File: config.mk
export PLATFORM = sky130hd
export DESIGN_NAME = positional_list_engine_unit
export DESIGN_NICKNAME = d
export VERILOG_FILES = /design/src/ple_pkg.sv /design/src/ple_cell.sv /design/src/positional_list_engine_unit.sv
export SDC_FILE = /design/constraint.sdc
export NUM_CORES = 2
export LEC_CHECK = 0
export BUFFER_PORTS_ARGS = -buffer_cell sky130_fd_sc_hd__buf_2
export CORE_ASPECT_RATIO = 0.6
export CORE_MARGIN = 2
export CORE_UTILIZATION = 38
export DETAILED_ROUTE_END_ITERATION = 8
export GPL_ROUTABILITY_DRIVEN = 0
export GPL_TIMING_DRIVEN = 0
export MAX_ROUTING_LAYER = met4
export PLACE_DENSITY = 0.54
export SYNTH_ARGS = -nofsm -noshare
export SYNTH_HDL_FRONTEND = slang
export SYNTH_HIERARCHICAL = 1
export SYNTH_SLANG_ARGS = --single-unit
export TNS_END_PERCENT = 10
File: constraint.sdc
create_clock -name clock -period 18.2 [get_ports clock]
set_input_delay 1.82 -clock clock [delete_from_list [all_inputs] [get_ports clock]]
set_output_delay 1.82 -clock clock [all_outputs]
set_load 0.02 [all_outputs]
File: src/ple_pkg.sv
// Shared constants, codes and types of the positional list engine.
`default_nettype none
package ple_pkg;

   localparam int CAPACITY   = 16;
   localparam int DATA_WIDTH = 32;
   localparam int IDX_W      = $clog2(CAPACITY);
   localparam int CNT_W      = $clog2(CAPACITY + 1);
   localparam int FUNC_W     = 4;
   localparam int POS_W      = 5;
   localparam int STAT_W     = 2;

   // request packing: func | value | position, padded to whole bytes
   localparam int REQ_FIELD_W = FUNC_W + DATA_WIDTH + POS_W;
   localparam int REQ_TDATA_W = ((REQ_FIELD_W + 7) / 8) * 8;
   // response packing: status | read_value | found_index | element_count
   localparam int RSP_FIELD_W = STAT_W + DATA_WIDTH + IDX_W + CNT_W;
   localparam int RSP_TDATA_W = ((RSP_FIELD_W + 7) / 8) * 8;

   localparam int RSP_STAT_LO  = 0;
   localparam int RSP_READ_LO  = RSP_STAT_LO + STAT_W;
   localparam int RSP_FOUND_LO = RSP_READ_LO + DATA_WIDTH;
   localparam int RSP_COUNT_LO = RSP_FOUND_LO + IDX_W;

   typedef enum logic [FUNC_W-1:0] {
      FN_INS_FIRST = 4'd0,
      FN_INS_LAST  = 4'd1,
      FN_INS_AT    = 4'd2,
      FN_DEL_FIRST = 4'd3,
      FN_DEL_LAST  = 4'd4,
      FN_DEL_AT    = 4'd5,
      FN_READ      = 4'd6,
      FN_FIND      = 4'd7,
      FN_CLEAR     = 4'd8
   } func_type;

   typedef enum logic [STAT_W-1:0] {
      ST_OK      = 2'd0,
      ST_FULL    = 2'd1,
      ST_RANGE   = 2'd2,
      ST_MISSING = 2'd3
   } status_type;

   // broadcast to every cell of the chain
   typedef struct packed {
      logic                  ins;
      logic                  del;
      logic [CNT_W-1:0]      at;
      logic [DATA_WIDTH-1:0] value;
   } cell_cmd_type;

endpackage
`default_nettype wire

File: src/ple_cell.sv
// One storage cell of the list chain: holds one element, shifts with its neighbors.
`default_nettype none
module ple_cell #(
   parameter int INDEX = 0
) (
   input  wire logic                           clock,
   input  wire ple_pkg::cell_cmd_type          cmd,
   input  wire logic [ple_pkg::DATA_WIDTH-1:0] left_data,
   input  wire logic [ple_pkg::DATA_WIDTH-1:0] right_data,
   output logic      [ple_pkg::DATA_WIDTH-1:0] data,
   output logic                                match
);

   localparam logic [ple_pkg::CNT_W-1:0] MY_IDX = ple_pkg::CNT_W'(INDEX);

   logic [ple_pkg::DATA_WIDTH-1:0] data_ff;
   logic [ple_pkg::DATA_WIDTH-1:0] data_in;

   always_comb begin
      data_in = data_ff;
      if (cmd.ins) begin
         if (MY_IDX == cmd.at) begin
            data_in = cmd.value;
         end else if (MY_IDX > cmd.at) begin
            data_in = left_data;   // take the element from the lower neighbor
         end
      end else if (cmd.del) begin
         if (MY_IDX >= cmd.at) begin
            data_in = right_data;  // close the gap from the upper neighbor
         end
      end
   end

   always_ff @(posedge clock) begin
      data_ff <= data_in;
   end

   assign data  = data_ff;
   assign match = (data_ff == cmd.value);

endmodule
`default_nettype wire

File: src/positional_list_engine_unit.sv
// Top level of the positional list engine: request decode, cell chain and response register.
// Usage:
//   An ordered list of up to 16 signed 32-bit elements kept in a chain of
//   cells. Each request transfer on the req_ channel names an operation
//   (insert front/back/at, delete front/back/at, read, find, clear) and
//   produces exactly one response transfer on the rsp_ channel with status,
//   value read, index found and the new element count.
//   A request transfer updates every cell at once (shift up for an insert,
//   shift down for a delete) and latches the per-cell compare flags; the
//   second step priority-encodes the flags and selects the read element into
//   the output register that drives rsp_tvalid.
//   No new request is taken until that two-step pass through the chain is
//   done: req_tready drops for the cycle after each transfer.
//   A new request is taken while the previous response is being transferred,
//   so no extra bubble appears while the receiver keeps rsp_tready high.
//   Stall: while rsp_tvalid is high and rsp_tready low, the response holds
//   and req_tready stays low, so no request is lost.
//   Reset: the synchronous reset empties the list and drops any pending
//   response; cell contents are left as they are and never read before
//   being written again.
`default_nettype none
module positional_list_engine_unit (
   input  wire logic                            clock,
   input  wire logic                            reset,
   input  wire logic                            req_tvalid,
   output logic                                 req_tready,
   // func[3:0], value[35:4], position[40:36], zero pad above
   input  wire logic [ple_pkg::REQ_TDATA_W-1:0] req_tdata,
   output logic                                 rsp_tvalid,
   input  wire logic                            rsp_tready,
   // status[1:0], read_value[33:2], found_index[37:34], element_count[42:38],
   // zero pad above
   output logic      [ple_pkg::RSP_TDATA_W-1:0] rsp_tdata
);

   localparam int CAP = ple_pkg::CAPACITY;
   localparam int DW  = ple_pkg::DATA_WIDTH;
   localparam int IW  = ple_pkg::IDX_W;
   localparam int CW  = ple_pkg::CNT_W;
   localparam int PW  = ple_pkg::POS_W;

   // request fields
   logic [ple_pkg::FUNC_W-1:0] req_func;
   logic [DW-1:0]              req_value;
   logic [PW-1:0]              req_position;

   assign req_func     = req_tdata[ple_pkg::FUNC_W-1:0];
   assign req_value    = req_tdata[ple_pkg::FUNC_W +: DW];
   assign req_position = req_tdata[ple_pkg::FUNC_W + DW +: PW];

   logic accept;

   // list length and two-step control
   logic [CW-1:0] len_ff, len_in;
   logic          busy_ff, busy_in;

   // values latched at the transfer for the second step
   ple_pkg::status_type stat_ff, stat_in;
   logic                is_read_ff, is_read_in;
   logic                is_find_ff, is_find_in;
   logic [IW-1:0]       rd_idx_ff, rd_idx_in;
   logic [CAP-1:0]      match_ff, match_in;

   // response register
   logic                  rsp_valid_ff, rsp_valid_in;
   ple_pkg::status_type   rsp_stat_ff, rsp_stat_in;
   logic [DW-1:0]         rsp_read_ff, rsp_read_in;
   logic [IW-1:0]         rsp_found_ff, rsp_found_in;
   logic [CW-1:0]         rsp_count_ff, rsp_count_in;

   // cell chain
   ple_pkg::cell_cmd_type cmd;
   logic [DW-1:0]         cell_data [CAP];
   logic [CAP-1:0]        cell_match;
   logic                  do_ins, do_del;
   logic [CW-1:0]         at_pos;
   logic                  full;
   logic [CW-1:0]         pos_ext;

   // take a request only when the chain is idle and the output slot frees up
   assign req_tready = !busy_ff && (!rsp_valid_ff || rsp_tready);
   assign accept     = req_tvalid && req_tready;

   assign full    = (len_ff == CW'(CAP));
   assign pos_ext = CW'(req_position);

   // decode against the current length
   always_comb begin
      stat_in    = ple_pkg::ST_OK;
      len_in     = len_ff;
      do_ins     = 1'b0;
      do_del     = 1'b0;
      at_pos     = '0;
      is_read_in = 1'b0;
      is_find_in = 1'b0;
      case (req_func)
         ple_pkg::FN_INS_FIRST, ple_pkg::FN_INS_LAST, ple_pkg::FN_INS_AT: begin
            // fullness wins over a bad position
            if (full) begin
               stat_in = ple_pkg::ST_FULL;
            end else if (req_func == ple_pkg::FN_INS_AT && pos_ext > len_ff) begin
               stat_in = ple_pkg::ST_RANGE;
            end else begin
               do_ins = 1'b1;
               len_in = len_ff + CW'(1);
               if (req_func == ple_pkg::FN_INS_LAST) begin
                  at_pos = len_ff;
               end else if (req_func == ple_pkg::FN_INS_AT) begin
                  at_pos = pos_ext;
               end
            end
         end
         ple_pkg::FN_DEL_FIRST, ple_pkg::FN_DEL_LAST: begin
            if (len_ff == '0) begin
               stat_in = ple_pkg::ST_RANGE;
            end else begin
               do_del = 1'b1;
               len_in = len_ff - CW'(1);
               if (req_func == ple_pkg::FN_DEL_LAST) begin
                  at_pos = len_ff - CW'(1);
               end
            end
         end
         ple_pkg::FN_DEL_AT: begin
            if (pos_ext >= len_ff) begin
               stat_in = ple_pkg::ST_RANGE;
            end else begin
               do_del = 1'b1;
               len_in = len_ff - CW'(1);
               at_pos = pos_ext;
            end
         end
         ple_pkg::FN_READ: begin
            if (pos_ext >= len_ff) begin
               stat_in = ple_pkg::ST_RANGE;
            end else begin
               is_read_in = 1'b1;
            end
         end
         ple_pkg::FN_FIND: begin
            is_find_in = 1'b1;
         end
         ple_pkg::FN_CLEAR: begin
            len_in = '0;
         end
         default: begin
            // unused codes: no change, status ok
         end
      endcase
   end

   assign rd_idx_in = req_position[IW-1:0];

   // broadcast to the chain; cells move only on a transfer
   assign cmd.ins   = accept && do_ins;
   assign cmd.del   = accept && do_del;
   assign cmd.at    = at_pos;
   assign cmd.value = req_value;

   for (genvar g = 0; g < CAP; g++) begin : g_cell
      logic [DW-1:0] left_data;
      logic [DW-1:0] right_data;
      if (g == 0) begin : g_first
         assign left_data = '0;
      end else begin : g_left
         assign left_data = cell_data[g-1];
      end
      if (g == CAP - 1) begin : g_last
         assign right_data = '0;
      end else begin : g_right
         assign right_data = cell_data[g+1];
      end
      ple_cell #(
         .INDEX(g)
      ) u_cell (
         .clock      (clock),
         .cmd        (cmd),
         .left_data  (left_data),
         .right_data (right_data),
         .data       (cell_data[g]),
         .match      (cell_match[g])
      );
      // only occupied cells may report a hit
      assign match_in[g] = cell_match[g] && (CW'(g) < len_ff);
   end

   assign busy_in = accept;

   // second step: encode the first hit, select the read element
   logic [IW-1:0] first_hit;
   always_comb begin
      first_hit = '0;
      for (int i = CAP - 1; i >= 0; i--) begin
         if (match_ff[i]) begin
            first_hit = IW'(i);
         end
      end
   end

   always_comb begin
      rsp_valid_in = rsp_valid_ff;
      rsp_stat_in  = rsp_stat_ff;
      rsp_read_in  = rsp_read_ff;
      rsp_found_in = rsp_found_ff;
      rsp_count_in = rsp_count_ff;
      if (busy_ff) begin
         rsp_valid_in = 1'b1;
         rsp_stat_in  = stat_ff;
         rsp_read_in  = '0;
         rsp_found_in = '0;
         rsp_count_in = len_ff;
         if (is_read_ff) begin
            rsp_read_in = cell_data[rd_idx_ff];
         end
         if (is_find_ff) begin
            if (|match_ff) begin
               rsp_stat_in  = ple_pkg::ST_OK;
               rsp_found_in = first_hit;
            end else begin
               rsp_stat_in  = ple_pkg::ST_MISSING;
            end
         end
      end else if (rsp_tready) begin
         rsp_valid_in = 1'b0;  // drop after the transfer
      end
   end

   always_ff @(posedge clock) begin
      if (reset) begin
         len_ff       <= '0;
         busy_ff      <= 1'b0;
         rsp_valid_ff <= 1'b0;
      end else begin
         if (accept) begin
            len_ff <= len_in;
         end
         busy_ff      <= busy_in;
         rsp_valid_ff <= rsp_valid_in;
      end
   end

   // payload, no reset
   always_ff @(posedge clock) begin
      if (accept) begin
         stat_ff    <= stat_in;
         is_read_ff <= is_read_in;
         is_find_ff <= is_find_in;
         rd_idx_ff  <= rd_idx_in;
         match_ff   <= match_in;
      end
      rsp_stat_ff  <= rsp_stat_in;
      rsp_read_ff  <= rsp_read_in;
      rsp_found_ff <= rsp_found_in;
      rsp_count_ff <= rsp_count_in;
   end

   assign rsp_tvalid = rsp_valid_ff;
   assign rsp_tdata  = ple_pkg::RSP_TDATA_W'({rsp_count_ff, rsp_found_ff, rsp_read_ff,
                                              rsp_stat_ff});

endmodule
`default_nettype wire

### After elaboration in Yosys (flattened, before gate mapping)

Cells that the tools add are included.

* add/sub/neg operators: 2
* multiply operators: 0
* div/mod/pow operators: 0
* order comparisons: 51
* equal/unequal tests: 60
* shift operators: 0
* multiplexer cells: 127
* bitwise logic cells: 3
* reductions and logical operators: 71

Operators with widths (number)
* $mux 32: 82
* $eq 32x32->1: 16
* $bmux 32 s4: 1
* $mux 5: 11
* $ne 3x1->1 const B: 16
* $reduce_and 3->1: 16
* $eq 4x5->1 const A: 8
* $ge 4x5->1 const A: 8
* $gt 4x5->1 const A: 8
* $lt 4x5->1 const A: 8
* $reduce_bool 2->1: 18
* $mux 4: 8
* $logic_and 1x1->1: 21
* $eq 3x5->1 const A: 4
* $ge 3x5->1 const A: 4
* $gt 3x5->1 const A: 4
* $lt 3x5->1 const A: 4
* $pmux 5 s4: 1
* $eq 4x3->1 const B: 4
* $mux 2: 8
* $reduce_or 16->1: 1
* $pmux 5 s3: 1
* $mux 3: 4
* $eq 2x5->1 const A: 2
* 33 further kinds: 56

* register bits: 586
* bits in latches: 0
* memory bits (writable): 0
* ROM bits: 0
* input port bits: 52
* word-level logic and storage cells: 345
* memories: 0

### Logic depth before layout (Yosys ltp)

* depth in word-level cells: 15
* depth in mapped cells: 15
* gate-level depth less buffers: 12

### Hierarchy

Netlist, hierarchy kept.

Modules (own cells, without submodules)
* positional_list_engine_unit: instances 1, cells an instance 510, area each 7380.8 um2, sequential area each 2152.1 um2
* ple_cell at g_cell[1].u_cell ...: instances 2, cells an instance 221, area each 1988.2 um2, sequential area each 960.9 um2
* ple_cell at g_cell[2].u_cell ...: instances 2, cells an instance 223, area each 1986.9 um2, sequential area each 960.9 um2
* ple_cell at g_cell[10].u_cell: instances 1, cells an instance 223, area each 2084.5 um2, sequential area each 960.9 um2
* ple_cell at g_cell[0].u_cell: instances 1, cells an instance 222, area each 2014.4 um2, sequential area each 960.9 um2
* ple_cell at g_cell[8].u_cell: instances 1, cells an instance 222, area each 2003.2 um2, sequential area each 960.9 um2
* ple_cell at g_cell[11].u_cell: instances 1, cells an instance 223, area each 2000.7 um2, sequential area each 960.9 um2
* ple_cell at g_cell[12].u_cell: instances 1, cells an instance 225, area each 1999.4 um2, sequential area each 960.9 um2
* ple_cell at g_cell[9].u_cell: instances 1, cells an instance 223, area each 1999.4 um2, sequential area each 960.9 um2
* ple_cell at g_cell[4].u_cell: instances 1, cells an instance 223, area each 1998.2 um2, sequential area each 960.9 um2
* ple_cell at g_cell[5].u_cell: instances 1, cells an instance 222, area each 1995.7 um2, sequential area each 960.9 um2
* ple_cell at g_cell[14].u_cell: instances 1, cells an instance 222, area each 1986.9 um2, sequential area each 960.9 um2
* ple_cell at g_cell[15].u_cell: instances 1, cells an instance 222, area each 1983.2 um2, sequential area each 960.9 um2
* ple_cell at g_cell[13].u_cell: instances 1, cells an instance 222, area each 1979.4 um2, sequential area each 960.9 um2
* ple_cell at g_cell[3].u_cell: instances 1, cells an instance 221, area each 1975.6 um2, sequential area each 960.9 um2

### Worst setup path after synthesis

OpenSTA, ideal clock, no wires.

* path kind: input to register
* start point: input req_tdata[36] (netlist name)
* end point: register g_cell[5].u_cell.data_ff, in the netlist g_cell[5].u_cell/data[0] (enable)
* library setup time: 0.595 ns
* data arrival time: 9.208 ns
* path slack: 8.398 ns
* stages on the path: 9
* path through: inv_1 -> ha_1 -> nand2b_1 -> a21oi_1 -> o21ai_0 -> nor2_1 -> a21oi_1 -> o21ai_0 -> a2111oi_0

* word-level cells in the longest chain between the ends: 8
* elaborated cells between the ends (all ways): 23

RTL lines
* start: declaration: RTL line positional_list_engine_unit.sv:28 `input wire logic [ple_pkg::REQ_TDATA_W-1:0] req_tdata,`
* $gt 5x5->1: RTL line positional_list_engine_unit.sv:101 `end else if (req_func == ple_pkg::FN_INS_AT && pos_ext > len_ff) begin`
* $logic_and 1x1->1: RTL line positional_list_engine_unit.sv:101
* $mux 5: RTL line positional_list_engine_unit.sv:101
* $mux 5: RTL line positional_list_engine_unit.sv:99 `if (full) begin`
* $pmux 5 s3 *: RTL line positional_list_engine_unit.sv:96 `case (req_func)`
* net at_pos[3]: RTL line positional_list_engine_unit.sv:76 `logic [CW-1:0] at_pos;`
* $gt 3x5->1 (tied with other cells): RTL line ple_cell.sv:24 `end else if (MY_IDX > cmd.at) begin`
* $ne 3x1->1 (no source line) or $reduce_bool 2->1 (tied branches)
* $reduce_and 3->1 (no source line) *
* end signal: assignment: RTL line ple_cell.sv:35 `data_ff <= data_in;`
* end: declaration: RTL line ple_cell.sv:16 `logic [ple_pkg::DATA_WIDTH-1:0] data_ff;`

The timed path passes the listed nets; every way through them passes the cells marked *.
A chain may end at the register's enable or synchronous reset.

==> flow_metrics.py <==
metrics = {
    "sta": {
        "rsz0062_at_grt": "no",
        "hold_viol_final": 0,
        "fin_setup_tns_ps": 0,
        "max_freq_ghz": 0.1628,
        "relSlewSlack_pct": -8.126,
        "fin_ws_ps": 12060,
        "setup_violations": 0,
        "finalCritPeriodShare_pct": 33.74,
        "hold_slack_ps": 432.9,
        "fin_skew_ps": 32.78,
        "worst_slew_pin_slew_ps": 1622,
        "report.final.slew_viol_count": 11,
        "period_needed_ps": 6141,
    },
    "finish": {
        "drive_above_1_share_pct": 12.06,
        "num-nets-final": 4378,
        "synthToLayoutAreaGrowth_pct": 12.71,
        "fin_area_um2": 44350,
        "nFillCells": 10100,
        "layout.cells.non_filler": 5760,
    },
    "status": {
        "status": "finished with violations",
        "violations": "capacitance limit, slew limit",
    },
    "logic_synthesis": {
        "yosysWarningCount": 6,
        "syn_area_per_cell_um2": 9.673,
        "ys_seq_elements": 586,
        "yosysTopAreaCellShare_pct": 44.18,
        "syn_area_um2": 39350,
        "yosysMostFrequentCell": "nand2_1",
        "yosysSeqAreaShare_pct": 44.54,
        "syn_inst": 4068,
        "yosysTopAreaCell": "edfxtp_1",
        "synthTopCellsByCount": "nand2_1 (1051), edfxtp_1 (579), nor2_1 (570)",
        "synth_edf_count": 579,
        "synth-main-ff-cell": "edfxtp_1",
        "async_flop_share_pct": 0,
        "post_synth_main_area_contributors": "edfxtp_1 (44%), xor2_1 (11%), nand2_1 (10%)",
        "synth_cell_types": 72,
    },
    "grt": {
        "grt_max_degree": 33,
        "grt_pass1_vias": 31170,
        "overflow": 0,
        "antenna_found_initial": 5,
        "grt_use_total_pct": 32.64,
        "grt_pass1_wl_um": 240200,
    },
    "drt": {
        "wl_met1_um": 75700,
        "dr_wl_met3_um": 36190,
        "wl_per_cell_um": 29.94,
        "met2_wirelength_um": 58110,
        "post_drt_via_cell_ratio": 6.135,
        "firstDrtPassIters": 6,
        "drt_wl_total_um": 172500,
        "vias": 35340,
        "top_layer": "met4",
        "antenna_left": 0,
        "drt-initial-drc-count": 5787,
        "drcViolationCount": 0,
    },
    "clock_network": {
        "cts.repair.resized": 0,
        "hold_buffers": 0,
        "clk_path_buf_depth": 3,
        "cts_max_level": 2,
        "cts_sinks": 586,
        "post_cts_buffers": 0,
        "clkTransAtPathRegs_ps": 70,
        "ctsRootBufferMaster": "clkbuf_16",
        "clkLatencyLatePin_ps": 690,
        "cts_made_buffers": 60,
        "cts_tree": "built",
    },
    "place": {
        "portBuffers": 88,
        "postPlaceCellArea_um2": 42450,
        "dpl_worst_slack_ps": 11600,
        "dp_hpwl_um": 135200,
        "dp.cells": 5651,
    },
    "worst_setup_path": {
        "cp.arrival_ps": 6430,
        "path_class": "input pin to flop",
        "critPathLaunchType": "input pin",
        "critPathMaxFanout": 32,
        "startpoint": "req_tdata[39]",
        "critPathCaptureType": "flop",
        "rr_startpoint": "len_ff[1]",
        "cp.required_ps": 18490,
    },
    "worst_hold_path": {
        "hp-class": "flop to flop",
        "min_from": "len_ff[3]",
    },
    "floorplan": {
        "core_um2": 102700,
        "die_area_um2": 106200,
        "rows": 91,
        "io_pins": 102,
        "start_util_pct": 38.32,
        "die_h_um": 253.3,
        "die_w_um": 419.4,
    },
    "power": {
        "p_per_area_nw_per_um2": 79.88,
        "ir_drop_mv": 0.07658,
        "leakagePower_nw": 16.03,
    },
    "flow_run": {
        "maxCapViolations": 1,
    },
}
metal layers:
layer,track usage [%],up-vias
met5,-,-
met4,4.358,0
met3,21.11,147
met2,35.18,2625
met1,48.73,17450
li1,-,15120
cells in the final DEF (no fill, tap or decap), types with 9 or more instances in the layout:
master / count
buf_2: 129
xor2_1: 512
nand2_1: 1051
buf_4: 21
buf_8: 28
a21oi_1: 17
inv_1: 15
mux4_2: 160
a21boi_0: 9
buf_6: 36
and2_1: 40
nor2_1: 566
edfxtp_1: 579
clkinv_1: 12
clkbuf_16: 62
conb_1: 69
a31oi_1: 516
nor4_1: 131
nand4_1: 37
nor2b_1: 9
buf_1: 12
buf_12: 12
clkbuf_1: 157
clkinv_2: 12
nand3_1: 13
layout make-up:
type                       count  area (um^2)  share of cell area (%)
clock buffer                  75         1610                   3.631
antenna                        2        5.005                 0.01128
sequential                   586        17530                   39.52
multi-input combinational   3258        20530                   46.29
clock inverter                32        286.5                  0.6460
timing repair buffer         120        898.4                   2.026
inverter                      15        56.30                  0.1269
tap                         1395         1745                   3.935
buffer                       277         1692                   3.814
kinds of logic after synthesis:
kind of cell               synth area share, %
adders and majority gates               0.2544
buffers and inverters                    4.442
AOI/OAI and AO/OA                        9.723
other                                 0.009529
muxes                                    9.183
xor gates and xnor gates                 11.44
DFF                                      44.54
and+or+nand+nor                          20.41
path summary, 6_finish.rpt:
path | to | slack, ps | depth (start not counted)
worst min-delay path | rsp_count_ff[3] | 430 | 0
worst min register to register | rsp_count_ff[3] | 430 | 0
worst max-delay path | g_cell[3].u_cell/data[8] | 12060 | 11
worst max register to register | g_cell[3].u_cell/data[8] | 12530 | 12
power breakdown:
part	leakage (nW)	switching [mW]	total, mW	internal, mW
sequential	5.36	0.0642	1.62	1.55
combinational	9.74	0.442	0.636	0.194
clock	0.929	0.597	1.29	0.692
metrics by stage:
step | total power, mW | util [%]
detailed placement | 2.235 | 41.33
global placement | 2.224 | 40.69
global route | 3.620 | 43.18
CTS | 3.502 | 43.18
floorplan | 1.946 | -
finish | 3.543 | 43.19
flip-flops by register name, indices dropped and copies added (netlist names), 2 cells and up:
name / cells
g_cell.u_cell/data: 512
rsp_read_ff: 32
match_ff: 16
len_ff: 5
rsp_count_ff: 5
rd_idx_ff: 4
rsp_found_ff: 4
rsp_stat_ff: 2
stat_ff: 2
worst max-delay path: stages:
cell and delay [ps]:
buf_2 140, ha_1 330, a21o_1 170, a21oi_1 290
a21o_1 260, nand4_1 550, nor2_4 590, buf_12 250
clkbuf_1 550, buf_1 520, o21a_2 890
(Power assumes the default switching activity.)
